File: src/sv/gajp_pkg.sv
// Shared types and constants for the gimbal axis jog PID controller.
`timescale 1ns / 1ps
`default_nettype none
package gajp_pkg;

	// Field widths
	localparam int CMD_W   = 16;
	localparam int ANGLE_W = 13;
	localparam int DRIVE_W = 16;
	localparam int GAIN_W  = 24;
	localparam int ILIM_W  = 15;
	localparam int SENS_W  = 16;
	localparam int ERR_W   = 14;
	localparam int DIFF_W  = 15;
	localparam int ISUM_W  = 32;
	localparam int CFG_IDX_W  = 3;
	localparam int CFG_DATA_W = 24;
	localparam int FRAC_W  = 16;

	// Shared multiplier: unsigned 24-bit gains go in zero-extended as signed 25 bits,
	// error, error delta and jog command go in sign-extended to 17 bits.
	localparam int MUL_A_W = GAIN_W + 1;
	localparam int MUL_B_W = CMD_W + 1;
	localparam int ACC_W   = MUL_A_W + MUL_B_W;

	localparam int OUTPUT_LIMIT_DEF = 30000;

	// Register reset values
	localparam logic [ANGLE_W-1:0] LOWER_RST  = 13'd5200;
	localparam logic [ANGLE_W-1:0] UPPER_RST  = 13'd7000;
	localparam logic [SENS_W-1:0]  SENS_RST   = 16'd39322;
	localparam logic [ANGLE_W-1:0] CENTER_RST = 13'd6100;

	// Register indexes
	localparam logic [CFG_IDX_W-1:0] REG_GAIN_P   = 3'd0;
	localparam logic [CFG_IDX_W-1:0] REG_GAIN_I   = 3'd1;
	localparam logic [CFG_IDX_W-1:0] REG_GAIN_D   = 3'd2;
	localparam logic [CFG_IDX_W-1:0] REG_ILIM     = 3'd3;
	localparam logic [CFG_IDX_W-1:0] REG_LOWER    = 3'd4;
	localparam logic [CFG_IDX_W-1:0] REG_UPPER    = 3'd5;
	localparam logic [CFG_IDX_W-1:0] REG_SENS     = 3'd6;
	localparam logic [CFG_IDX_W-1:0] REG_CENTER   = 3'd7;

	typedef enum logic [3:0] {
		ST_IDLE,
		ST_JOG_MUL,
		ST_JOG_SET,
		ST_ERR,
		ST_P_MUL,
		ST_I_MUL,
		ST_I_SUM,
		ST_D_ADD,
		ST_TOT,
		ST_OUT
	} state_t;

	typedef struct packed {
		logic                      en;
		logic signed [MUL_A_W-1:0] a;
		logic signed [MUL_B_W-1:0] b;
	} mul_req_t;

endpackage
`default_nettype wire

File: src/sv/gajp_channels.sv
// Handshake channel interfaces for tick words in and drive words out.
`timescale 1ns / 1ps
`default_nettype none
interface gajp_tick_if;
	logic                                 valid;
	logic                                 ready;
	logic signed [gajp_pkg::CMD_W-1:0]    jog_command;
	logic        [gajp_pkg::ANGLE_W-1:0]  measured_angle;
	logic                                 recenter;

	modport source(output valid, jog_command, measured_angle, recenter, input ready);
	modport sink(input valid, jog_command, measured_angle, recenter, output ready);
endinterface

interface gajp_result_if;
	logic                                 valid;
	logic                                 ready;
	logic signed [gajp_pkg::DRIVE_W-1:0]  drive;
	logic        [gajp_pkg::ANGLE_W-1:0]  setpoint_now;

	modport source(output valid, drive, setpoint_now, input ready);
	modport sink(input valid, drive, setpoint_now, output ready);
endinterface
`default_nettype wire

File: src/sv/gajp_mul.sv
// Shared signed multiplier with registered product.
`timescale 1ns / 1ps
`default_nettype none
module gajp_mul (
	input  wire logic                                   clk,
	input  wire gajp_pkg::mul_req_t                     req,
	output      logic signed [gajp_pkg::ACC_W-1:0]      prod_q
);

	always_ff @(posedge clk) begin
		if (req.en) begin
			prod_q <= req.a * req.b;
		end
	end

endmodule
`default_nettype wire

File: src/sv/gimbal_axis_jog_pid.sv
// Top level: gimbal axis jog setpoint and PID position loop.
//
// Usage:
//   tick   (sink)  : one word per control tick: jog_command, measured_angle, recenter.
//   result (source): one word per tick: drive (clamped, truncated toward zero) and
//                    setpoint_now (setpoint used for that tick).
//   cfg_we/cfg_index/cfg_data: register writes, only while the block is idle.
// Timing:
//   One shared 25x17 multiplier walks the sequence jog scale, P, I, D; a new
//   tick is taken only once the previous one has reached the output register,
//   since tick.ready rises together with result.valid.
//   A finished word sits in the output register while the next tick is accepted
//   and computed; if the receiver still stalls, the sequencer waits in its last
//   step until the output register frees.
// Reset:
//   arst_n clears the sequencer, the output valid, the integral and the previous
//   error, loads register defaults and puts the setpoint at the center angle.
//   No clearing pass; ready as soon as reset is released.
`timescale 1ns / 1ps
`default_nettype none
module gimbal_axis_jog_pid #(
	parameter int OUTPUT_LIMIT = gajp_pkg::OUTPUT_LIMIT_DEF
) (
	input  wire logic                                clk,
	input  wire logic                                arst_n,
	gajp_tick_if.sink                                tick,
	gajp_result_if.source                            result,
	input  wire logic                                cfg_we,
	input  wire logic [gajp_pkg::CFG_IDX_W-1:0]      cfg_index,
	input  wire logic [gajp_pkg::CFG_DATA_W-1:0]     cfg_data
);

	localparam int ACC_W = gajp_pkg::ACC_W;
	localparam int FRAC_W = gajp_pkg::FRAC_W;
	localparam logic signed [ACC_W-1:0] OUT_LIM_Q = ACC_W'(OUTPUT_LIMIT) <<< FRAC_W;
	localparam logic signed [ACC_W-1:0] ROUND_BIAS = ACC_W'((1 << FRAC_W) - 1);
	localparam logic signed [gajp_pkg::DRIVE_W:0] DRIVE_LIM =
		(gajp_pkg::DRIVE_W + 1)'(OUTPUT_LIMIT);

	// config registers
	logic [gajp_pkg::GAIN_W-1:0]  gain_p_q, gain_i_q, gain_d_q;
	logic [gajp_pkg::ILIM_W-1:0]  ilim_q;
	logic [gajp_pkg::ANGLE_W-1:0] lower_q, upper_q, center_q;
	logic [gajp_pkg::SENS_W-1:0]  sens_q;

	// loop state
	gajp_pkg::state_t state_q, state_d;
	logic [gajp_pkg::ANGLE_W-1:0]        setpoint_q;
	logic signed [gajp_pkg::ISUM_W-1:0]  integral_q;
	logic signed [gajp_pkg::ERR_W-1:0]   prev_err_q;

	// per-item working registers
	logic signed [gajp_pkg::CMD_W-1:0]   cmd_q;
	logic [gajp_pkg::ANGLE_W-1:0]        meas_q;
	logic                                rec_q;
	logic signed [gajp_pkg::ERR_W-1:0]   err_q;
	logic signed [gajp_pkg::DIFF_W-1:0]  diff_q;
	logic signed [ACC_W-1:0]             acc_q;

	// output register
	logic                                out_valid_q;
	logic signed [gajp_pkg::DRIVE_W-1:0] drive_q;
	logic [gajp_pkg::ANGLE_W-1:0]        setp_out_q;

	gajp_pkg::mul_req_t      mul_req;
	logic signed [ACC_W-1:0] prod_q;

	logic tick_acc, out_load;

	assign tick.ready    = (state_q == gajp_pkg::ST_IDLE);
	assign tick_acc      = tick.valid && tick.ready;
	assign out_load      = (state_q == gajp_pkg::ST_OUT) && (!out_valid_q || result.ready);
	assign result.valid  = out_valid_q;
	assign result.drive  = drive_q;
	assign result.setpoint_now = setp_out_q;

	gajp_mul u_mul (
		.clk    (clk),
		.req    (mul_req),
		.prod_q (prod_q)
	);

	// Jog setpoint: inc = trunc toward zero of cmd*sens/2^16, clamp meas+inc to limits; recenter loads center
	logic signed [ACC_W-1:0] inc_full;
	logic signed [16:0]      inc;
	logic signed [17:0]      s_sum, lo_s, hi_s;
	logic [gajp_pkg::ANGLE_W-1:0] setp_next;

	always_comb begin
		inc_full  = (prod_q + (prod_q[ACC_W-1] ? ROUND_BIAS : '0)) >>> FRAC_W;
		inc       = inc_full[16:0];
		s_sum     = $signed({5'b0, meas_q}) + {inc[16], inc};
		lo_s      = $signed({5'b0, lower_q});
		hi_s      = $signed({5'b0, upper_q});
		setp_next = setpoint_q;
		if (rec_q) begin
			setp_next = center_q;
		end else if (inc != '0) begin
			if (s_sum <= hi_s && s_sum >= lo_s) begin
				setp_next = s_sum[gajp_pkg::ANGLE_W-1:0];
			end else if (s_sum > hi_s) begin
				setp_next = upper_q;
			end else begin
				setp_next = lower_q;
			end
		end
	end

	// Error and error delta
	logic signed [gajp_pkg::ERR_W-1:0]  err_now;
	logic signed [gajp_pkg::DIFF_W-1:0] diff_now;

	always_comb begin
		err_now  = $signed({1'b0, setpoint_q}) - $signed({1'b0, meas_q});
		diff_now = {err_now[gajp_pkg::ERR_W-1], err_now}
			- {prev_err_q[gajp_pkg::ERR_W-1], prev_err_q};
	end

	// Integral update with symmetric clamp
	logic signed [ACC_W:0]              isum_raw, ilim_ext, ilim_neg;
	logic signed [gajp_pkg::ISUM_W-1:0] isum_next;

	always_comb begin
		isum_raw = {{(ACC_W + 1 - gajp_pkg::ISUM_W){integral_q[gajp_pkg::ISUM_W-1]}}, integral_q}
			+ {prod_q[ACC_W-1], prod_q};
		ilim_ext = $signed({{(ACC_W + 1 - gajp_pkg::ILIM_W - FRAC_W){1'b0}}, ilim_q,
			{FRAC_W{1'b0}}});
		ilim_neg = -ilim_ext;
		if (isum_raw > ilim_ext) begin
			isum_next = ilim_ext[gajp_pkg::ISUM_W-1:0];
		end else if (isum_raw < ilim_neg) begin
			isum_next = ilim_neg[gajp_pkg::ISUM_W-1:0];
		end else begin
			isum_next = isum_raw[gajp_pkg::ISUM_W-1:0];
		end
	end

	// Output clamp and truncation toward zero
	logic signed [ACC_W-1:0]             tot_clamp, tot_trunc;
	logic signed [gajp_pkg::DRIVE_W-1:0] drive_next;

	always_comb begin
		if (acc_q > OUT_LIM_Q) begin
			tot_clamp = OUT_LIM_Q;
		end else if (acc_q < -OUT_LIM_Q) begin
			tot_clamp = -OUT_LIM_Q;
		end else begin
			tot_clamp = acc_q;
		end
		tot_trunc  = (tot_clamp + (tot_clamp[ACC_W-1] ? ROUND_BIAS : '0)) >>> FRAC_W;
		drive_next = tot_trunc[gajp_pkg::DRIVE_W-1:0];
	end

	// Sequencer: next state and multiplier operand select
	always_comb begin
		state_d   = state_q;
		mul_req.en = 1'b0;
		mul_req.a  = '0;
		mul_req.b  = '0;
		case (state_q)
			gajp_pkg::ST_IDLE: begin
				if (tick_acc) begin
					state_d = gajp_pkg::ST_JOG_MUL;
				end
			end
			gajp_pkg::ST_JOG_MUL: begin
				mul_req.en = 1'b1;
				mul_req.a  = $signed({9'b0, sens_q});
				mul_req.b  = {cmd_q[gajp_pkg::CMD_W-1], cmd_q};
				state_d    = gajp_pkg::ST_JOG_SET;
			end
			gajp_pkg::ST_JOG_SET: begin
				state_d = gajp_pkg::ST_ERR;
			end
			gajp_pkg::ST_ERR: begin
				state_d = gajp_pkg::ST_P_MUL;
			end
			gajp_pkg::ST_P_MUL: begin
				mul_req.en = 1'b1;
				mul_req.a  = $signed({1'b0, gain_p_q});
				mul_req.b  = {{3{err_q[gajp_pkg::ERR_W-1]}}, err_q};
				state_d    = gajp_pkg::ST_I_MUL;
			end
			gajp_pkg::ST_I_MUL: begin
				mul_req.en = 1'b1;
				mul_req.a  = $signed({1'b0, gain_i_q});
				mul_req.b  = {{3{err_q[gajp_pkg::ERR_W-1]}}, err_q};
				state_d    = gajp_pkg::ST_I_SUM;
			end
			gajp_pkg::ST_I_SUM: begin
				mul_req.en = 1'b1;
				mul_req.a  = $signed({1'b0, gain_d_q});
				mul_req.b  = {{2{diff_q[gajp_pkg::DIFF_W-1]}}, diff_q};
				state_d    = gajp_pkg::ST_D_ADD;
			end
			gajp_pkg::ST_D_ADD: begin
				state_d = gajp_pkg::ST_TOT;
			end
			gajp_pkg::ST_TOT: begin
				state_d = gajp_pkg::ST_OUT;
			end
			gajp_pkg::ST_OUT: begin
				if (out_load) begin
					state_d = gajp_pkg::ST_IDLE;
				end
			end
			default: begin
				state_d = gajp_pkg::ST_IDLE;
			end
		endcase
	end

	always_ff @(posedge clk or negedge arst_n) begin
		if (!arst_n) begin
			state_q <= gajp_pkg::ST_IDLE;
		end else begin
			state_q <= state_d;
		end
	end

	// Config registers
	always_ff @(posedge clk or negedge arst_n) begin
		if (!arst_n) begin
			gain_p_q <= '0;
			gain_i_q <= '0;
			gain_d_q <= '0;
			ilim_q   <= '0;
			lower_q  <= gajp_pkg::LOWER_RST;
			upper_q  <= gajp_pkg::UPPER_RST;
			sens_q   <= gajp_pkg::SENS_RST;
			center_q <= gajp_pkg::CENTER_RST;
		end else if (cfg_we) begin
			case (cfg_index)
				gajp_pkg::REG_GAIN_P: gain_p_q <= cfg_data;
				gajp_pkg::REG_GAIN_I: gain_i_q <= cfg_data;
				gajp_pkg::REG_GAIN_D: gain_d_q <= cfg_data;
				gajp_pkg::REG_ILIM:   ilim_q   <= cfg_data[gajp_pkg::ILIM_W-1:0];
				gajp_pkg::REG_LOWER:  lower_q  <= cfg_data[gajp_pkg::ANGLE_W-1:0];
				gajp_pkg::REG_UPPER:  upper_q  <= cfg_data[gajp_pkg::ANGLE_W-1:0];
				gajp_pkg::REG_SENS:   sens_q   <= cfg_data[gajp_pkg::SENS_W-1:0];
				gajp_pkg::REG_CENTER: center_q <= cfg_data[gajp_pkg::ANGLE_W-1:0];
				default: ;
			endcase
		end
	end

	// Loop state
	always_ff @(posedge clk or negedge arst_n) begin
		if (!arst_n) begin
			setpoint_q <= gajp_pkg::CENTER_RST;
			integral_q <= '0;
			prev_err_q <= '0;
		end else begin
			if (state_q == gajp_pkg::ST_JOG_SET) begin
				setpoint_q <= setp_next;
			end
			if (state_q == gajp_pkg::ST_ERR) begin
				prev_err_q <= err_now;
			end
			if (state_q == gajp_pkg::ST_I_SUM) begin
				integral_q <= isum_next;
			end
		end
	end

	// Working registers (no reset needed)
	always_ff @(posedge clk) begin
		if (tick_acc) begin
			cmd_q  <= tick.jog_command;
			meas_q <= tick.measured_angle;
			rec_q  <= tick.recenter;
		end
		if (state_q == gajp_pkg::ST_ERR) begin
			err_q  <= err_now;
			diff_q <= diff_now;
		end
		case (state_q)
			gajp_pkg::ST_I_MUL: acc_q <= prod_q;
			gajp_pkg::ST_D_ADD: acc_q <= acc_q
				+ {{(ACC_W - gajp_pkg::ISUM_W){integral_q[gajp_pkg::ISUM_W-1]}}, integral_q};
			gajp_pkg::ST_TOT:   acc_q <= acc_q + prod_q;
			default: ;
		endcase
		if (out_load) begin
			drive_q    <= drive_next;
			setp_out_q <= setpoint_q;
		end
	end

	always_ff @(posedge clk or negedge arst_n) begin
		if (!arst_n) begin
			out_valid_q <= 1'b0;
		end else if (out_load) begin
			out_valid_q <= 1'b1;
		end else if (result.ready) begin
			out_valid_q <= 1'b0;
		end
	end

	// Drive never leaves the output clamp
	a_drive_range: assert property (@(posedge clk) disable iff (!arst_n)
		out_valid_q |-> (drive_q <= DRIVE_LIM && drive_q >= -DRIVE_LIM))
		else $error("drive outside output limit");

	// Integral stays inside its clamp right after it is updated
	a_integral_clamp: assert property (@(posedge clk) disable iff (!arst_n)
		(state_q == gajp_pkg::ST_D_ADD) |->
		($signed({{(ACC_W + 1 - gajp_pkg::ISUM_W){integral_q[gajp_pkg::ISUM_W-1]}},
			integral_q}) <= ilim_ext
		&& $signed({{(ACC_W + 1 - gajp_pkg::ISUM_W){integral_q[gajp_pkg::ISUM_W-1]}},
			integral_q}) >= ilim_neg))
		else $error("integral outside its limit");

	// A new result word is only loaded from the last sequencer step
	a_load_from_out: assert property (@(posedge clk) disable iff (!arst_n)
		(state_q == gajp_pkg::ST_IDLE && $past(state_q) != gajp_pkg::ST_IDLE) |->
		(out_valid_q && $past(state_q) == gajp_pkg::ST_OUT))
		else $error("sequencer returned idle without loading a result");

endmodule
`default_nettype wire

File: src/flat_wrapper.sv
// flat-port wrapper written by rule: the top's interface ports become plain ports
module gimbal_axis_jog_pid_flat 
#(
	parameter int OUTPUT_LIMIT = gajp_pkg::OUTPUT_LIMIT_DEF
)
  (clk, arst_n, cfg_we, cfg_index, cfg_data, tick_valid, tick_jog_command, tick_measured_angle, tick_recenter, tick_ready, result_valid, result_drive, result_setpoint_now, result_ready);
  gajp_tick_if tick_i ();
  gajp_result_if result_i ();
  input  wire logic clk;
  input  wire logic arst_n;
  input  wire logic cfg_we;
  input  wire logic [gajp_pkg::CFG_IDX_W-1:0] cfg_index;
  input  wire logic [gajp_pkg::CFG_DATA_W-1:0] cfg_data;
  input wire logic [$bits(tick_i.valid)-1:0] tick_valid;
  input wire logic [$bits(tick_i.jog_command)-1:0] tick_jog_command;
  input wire logic [$bits(tick_i.measured_angle)-1:0] tick_measured_angle;
  input wire logic [$bits(tick_i.recenter)-1:0] tick_recenter;
  output wire logic [$bits(tick_i.ready)-1:0] tick_ready;
  output wire logic [$bits(result_i.valid)-1:0] result_valid;
  output wire logic [$bits(result_i.drive)-1:0] result_drive;
  output wire logic [$bits(result_i.setpoint_now)-1:0] result_setpoint_now;
  input wire logic [$bits(result_i.ready)-1:0] result_ready;
  assign tick_i.valid = tick_valid;
  assign tick_i.jog_command = tick_jog_command;
  assign tick_i.measured_angle = tick_measured_angle;
  assign tick_i.recenter = tick_recenter;
  assign tick_ready = tick_i.ready;
  assign result_valid = result_i.valid;
  assign result_drive = result_i.drive;
  assign result_setpoint_now = result_i.setpoint_now;
  assign result_i.ready = result_ready;
  gimbal_axis_jog_pid #(.OUTPUT_LIMIT(OUTPUT_LIMIT)) u_core (.clk(clk), .arst_n(arst_n), .tick(tick_i), .result(result_i), .cfg_we(cfg_we), .cfg_index(cfg_index), .cfg_data(cfg_data));
endmodule
File: config.mk
export PLATFORM = sky130hd
export DESIGN_NAME = gimbal_axis_jog_pid_flat
export DESIGN_NICKNAME = d
export VERILOG_FILES = /design/src/sv/gajp_pkg.sv /design/src/sv/gajp_channels.sv /design/src/sv/gajp_mul.sv /design/src/sv/gimbal_axis_jog_pid.sv /design/src/flat_wrapper.sv
export SDC_FILE = /design/constraint.sdc
export NUM_CORES = 2
export LEC_CHECK = 0
export BUFFER_PORTS_ARGS = -buffer_cell sky130_fd_sc_hd__buf_4
export CORE_ASPECT_RATIO = 0.9
export CORE_MARGIN = 2
export CORE_UTILIZATION = 24
export CTS_BUF_LIST = sky130_fd_sc_hd__clkbuf_8 sky130_fd_sc_hd__clkbuf_16
export DETAILED_ROUTE_END_ITERATION = 8
export HOLD_SLACK_MARGIN = 0.06
export PLACE_DENSITY = 0.38
export SYNTH_ARGS = -nofsm -noshare
export SYNTH_HDL_FRONTEND = slang
export SYNTH_SLANG_ARGS = --single-unit
File: constraint.sdc
create_clock -name clk -period 8.4 [get_ports clk]
set_input_delay 0.84 -clock clk [delete_from_list [all_inputs] [get_ports clk]]
set_output_delay 0.84 -clock clk [all_outputs]
set_load 0.01 [all_outputs]
# Word-level counts from Yosys, hierarchy flattened
# Index checks and enable logic that the tools add are counted.
# totals
regBits	378
in_bits	62
output_inout_bits	31
# classes
add_sub_neg	9
multipliers	1
magnitude_cmp	7
n_eq_ne	18
mux	17
reduce_logical	21
# ops
cell	n
$pmux W43 S4	1
$pmux W42 S3	1
$add A42 B42 Y42	2
$mux W42	2
$mux W32	2
$mux W13	4
$add A32 B42 Y43	1
$gt A43 B32 Y1	1
$lt A43 B43 Y1	1
$neg A31 Y43	1
$gt A42 B32 Y1 const B	1
$lt A42 B32 Y1 const B	1
$mul A25 B17 Y42	1
$pmux W4 S10	1
$add A33 B16 Y33	1
$add A32 B32 Y32	1
$mux W16	2
$reduce_and A2 Y1	10
$add A14 B17 Y18	1
$ge A18 B14 Y1	1
$gt A18 B14 Y1	1
$le A18 B14 Y1	1
$reduce_bool A17 Y1	1
$eq A4 B3 Y1 const B	4
19 further kinds	30

# Logic depth before layout (Yosys ltp)
# depth
word_depth	8
depth_mapped	35
mapped_depth_nobuf	30

# Hierarchy
# Synthesis repeated with hierarchy kept, for this count alone.
# unflattened
cells_unflattened	4367
hier_area_um2	41936.5
# modules_own_cells
mod	n_inst	cells_each	area_each_um2
gimbal_axis_jog_pid	1	2665	25708.4
gajp_mul	1	1702	16228.1

# Worst setup path after synthesis
# OpenSTA, ideal clock, no wires.
# synth_timing
path_kind	reg-to-reg
from	reg u_core.state_q[1]
to	reg u_core.u_mul.prod_q[41] (netlist bit) (data pin)
t_arrival_ps	8225
required_time_ps	8140
path_slack_ps	-85
stages_incl_launch_ff	31
n_path_buf	4
period_less_slack_ps	8485
cell_sequence	dfrtp_1 clkbuf_1 nand2b_1 nor3_1 clkbuf_1 clkbuf_1 nand2_1 nand3_1 clkbuf_1 nand2_1 fa_1 inv_1 fa_1 fa_1 fa_1 fa_1 inv_1 fa_1 inv_1 ha_1 a21o_1 a21o_1 a21o_1 a21oi_1 nor2_1 a221o_1 o311a_1 a31o_2 or4b_1 a31oi_1 xnor2_1
# synth_via
elab_chain_len	3
elab_cells_between_ends	6
classes_between	mul (1); eq/ne (4); mux (1)
# synth_lines
item	line	rtl
start: declaration	gimbal_axis_jog_pid.sv:47	gajp_pkg::state_t state_q, state_d;
start signal: assignment	gimbal_axis_jog_pid.sv:215	state_q <= gajp_pkg::ST_IDLE;
start signal: assignment	gimbal_axis_jog_pid.sv:217	state_q <= state_d;
$eq A4 B3 Y1 / $eq A4 B1 Y1 (equally long branches)	gimbal_axis_jog_pid.sv:160	case (state_q)
$pmux W43 S4 *	gimbal_axis_jog_pid.sv:160	
$mul A25 B17 Y42 *	gajp_mul.sv:12	prod_q <= req.a * req.b;
end signal: assignment	gajp_mul.sv:12	
end: declaration	gajp_mul.sv:7	output logic signed [gajp_pkg::ACC_W-1:0] prod_q
# Every way passes the cells marked *; elsewhere a longest branch is shown, timed or not.
# A chain may end at the register's enable or synchronous reset.

# Worst setup path in the final report
# Ends and elaborated chain as after synthesis.

==> key figures <==
Status
  • Status: finished, final reports clean

GRT
  • Initial antenna violation count: 9
  • M3 GR Usage: 1.78%
  • Gr ovfl total: 0
  • GR peak layer: met2
  • First-pass GRT wire length: 214 mm
  • Grt met1 use: 24.9%
  • Largest net degree at the start of global routing: 87
  • Gr usage total: 16.8%
  • Vias in the first global route: 32,300
  • M2 GR Usage: 26.5%

Routing
  • Initial drt markers: 1,889
  • Mean routed wirelength per cell: 21.4 um
  • Vias: 31,600
  • TritonRoute pass-1 iters: 5
  • Final WL: 144 mm
  • Routed Antenna Nets: 0
  • Vias per cell: 4.69
  • DRC: 0

STA
  • Worst slew pin tran: 1.16 ns
  • Final period util: 96.3%
  • Min Tclk post-route: 8.09 ns
  • Unrepaired setup endpoints after global routing: no
  • Worst Skew: 0.0407 ns
  • Relative slew slack: 22.8%
  • Fin. Hold Viols: 0
  • Fmax: 0.124 GHz
  • Setup violators final: 0
  • Max Slew Vio Count: 0
  • Setup TNS: 0 ns

Yosys
  • Top cells by area, synth: fa_1 (17%), edfxtp_1 (13%), ha_1 (13%), dfrtp_1 (11%), inv_1 (4.9%)
  • Syn_area_per_cell: 9.36 um^2
  • Mapped cell area: 40,000 um^2
  • Post-synth top cells: inv_1 (520), ha_1 (404), nand2_1 (387), nor2_1 (387), fa_1 (335)
  • Top cell type's share of synthesized area: 16.8%
  • Post-synth cell types: 86
  • Yosys top cell by area: fa_1
  • Sequential area share after synthesis: 25.9%
  • Fraction of registers with async set/reset: 54.5%
  • Seq cells post-synth: 378
  • EDFF count, synth: 172
  • Yosys warnings: 0
  • Mapped Cells: 4,276
  • Most common cell in the netlist: inv_1
  • Mapped Nets: 5,077
  • Synth Flop Type: edfxtp_1

Critical path
  • Critical path class: reg -> reg
  • Critical path data required time: 8.73 ns
  • Slowest cell on the critical path: fa_1
  • WP buf/inv: 7
  • Slowest stage delay, CP: 0.56 ns
  • Crit start category: flip-flop
  • WP data arrival: 8.42 ns
  • Crit path max fanout: 25
  • Endpoint class of the critical path: flip-flop
  • Cell mode on critical path: fa_1
  • Cell family with most CP delay: adder cells

CTS
  • CTS tree: done
  • Clk buf depth: 3
  • CTS Root Cell: clkbuf_16
  • Clock Pin Slew Worst Setup and Hold Paths: 0.06 ns
  • Clock sink count: 378
  • Number of H-tree levels: 2
  • Clock Latency Late Sink: 0.64 ns
  • Hold Buf Count CTS: 0
  • Cts bufs inserted: 46

Finish
  • Final non-filler cell area: 46,500 um^2
  • Layout fillers: 17,700
  • Non-filler cells in the finished layout: 6,745
  • # diodes: 0
  • Area Growth Syn to Fin: 16.2%
  • Fraction of layout cells with a size suffix above 1: 14.3%
  • Final #Nets: 5,276

Die
  • Core Rows: 142
  • Die area: 170,000 um^2
  • Core Region: 166,000 um^2
  • IO Count: 93
  • Die height: 391 um
  • Die W: 434 um
  • Starting Density: 24.1%

Placed design
  • Port bufs: 92
  • GPL Wtd Cong: 0.869
  • HPWL reported at the end of detailed placement: 119 mm
  • Cells after DPL: 6,645
  • Post-DP Area: 44,800 um^2

Min path
  • Hold Path Class: in -> async

Flow run
  • Max-cap violations: 0
## metrics by stage
step,setup slack (ns),hold WS (ns),utilization [%]
finish,0.312,0.188,28.0
CTS,0.0767,0.224,27.8
global route,0.000520,0.204,28.0
detailed placement,0.145,0.478,26.9
global placement,0.196,0.489,26.9
floorplan,0.0737,0.425,-
## cells by family after synthesis
| kind of cell | count (synthesis) | share of synthesized area (%) |
|---|---|---|
| AND/OR/NAND/NOR | 1207 | 13.9 |
| AO/OA/AOI/OAI | 850 | 14.0 |
| adder cells (fa/ha/maj) | 739 | 29.4 |
| buffers and inverters | 685 | 6.51 |
| flip-flops | 378 | 25.9 |
| XOR/XNOR | 209 | 4.57 |
| multiplexers | 208 | 5.68 |
## what timing repair did
action | CTS | global route
endpoints found under the setup margin | 0 | 8
gates resized for setup | 0 | 45
buffers inserted | 0 | 12
## registers in the layout (all words and copies together) (netlist names), 24 cells and up
register / count
u_core.u_mul.prod_q: 42
u_core.acc_q: 42
u_core.gain_p_q: 24
u_core.integral_q: 32
u_core.gain_d_q: 24
u_core.gain_i_q: 24
## worst paths after layout
kind | depth (start not counted) | startpoint | slack (ns) | end
max in group asynchronous | 2 | arst_n | 6.67 | u_core.integral_q[3]$_DFFE_PN0N_
setup reg to reg | 30 | u_core.state_q[1]$_DFFE_PN0P_ | 0.31 | u_core.u_mul.prod_q[41]$_DFFE_PN_
hold reg to reg | 1 | u_core.gain_i_q[21]$_DFFE_PN0P_ | 0.51 | u_core.gain_i_q[21]$_DFFE_PN0P_
setup / recovery | 30 | u_core.state_q[1]$_DFFE_PN0P_ | 0.31 | u_core.u_mul.prod_q[41]$_DFFE_PN_
min in group clk | 1 | tick_measured_angle[3] | 0.38 | u_core.meas_q[3]$_DFFE_PP_
hold / removal | 1 | arst_n | 0.19 | u_core.prev_err_q[7]$_DFFE_PN0N_
## layout make-up
class                   count  area, um^2  area share (%)
multi-input cells        3214       27300            58.7
flip-flops and latches    378       10400            22.3
well taps                2232        2790            6.00
repair buffers            314        2610            5.62
inverters                 521        1960            4.20
clock buffers              51        1220            2.62
clock inverters            35         256           0.551
## cell usage in the layout (no fill, tap or decap), types with 35 or more instances in the layout
cell	count
edfxtp_1	172
nand2b_1	60
xor2_1	87
nor3_1	39
a22oi_1	66
dfrtp_1	169
nor2_1	375
mux2i_1	55
clkbuf_16	47
a21o_1	134
nor2b_1	37
o21ai_0	157
nand2_1	379
nand4_1	55
and2_1	44
a21oi_1	183
buf_4	291
nand3_1	65
mux2_2	152
inv_1	542
xnor2_1	122
ha_1	404
o21a_1	36
fa_1	333
dfstp_2	35
## per-layer routing
metal	wire, um	share of wire [%]	up-vias
met5	37	0.026	-
met4	2630	1.8	6
met3	5730	4.0	114
met2	63700	44	576
met1	72300	50	15900
li1	-	-	15100
Power is left out: the tool's default activity adds up to more than one toggle a clock period on the data nets, which glitch-free logic cannot reach.
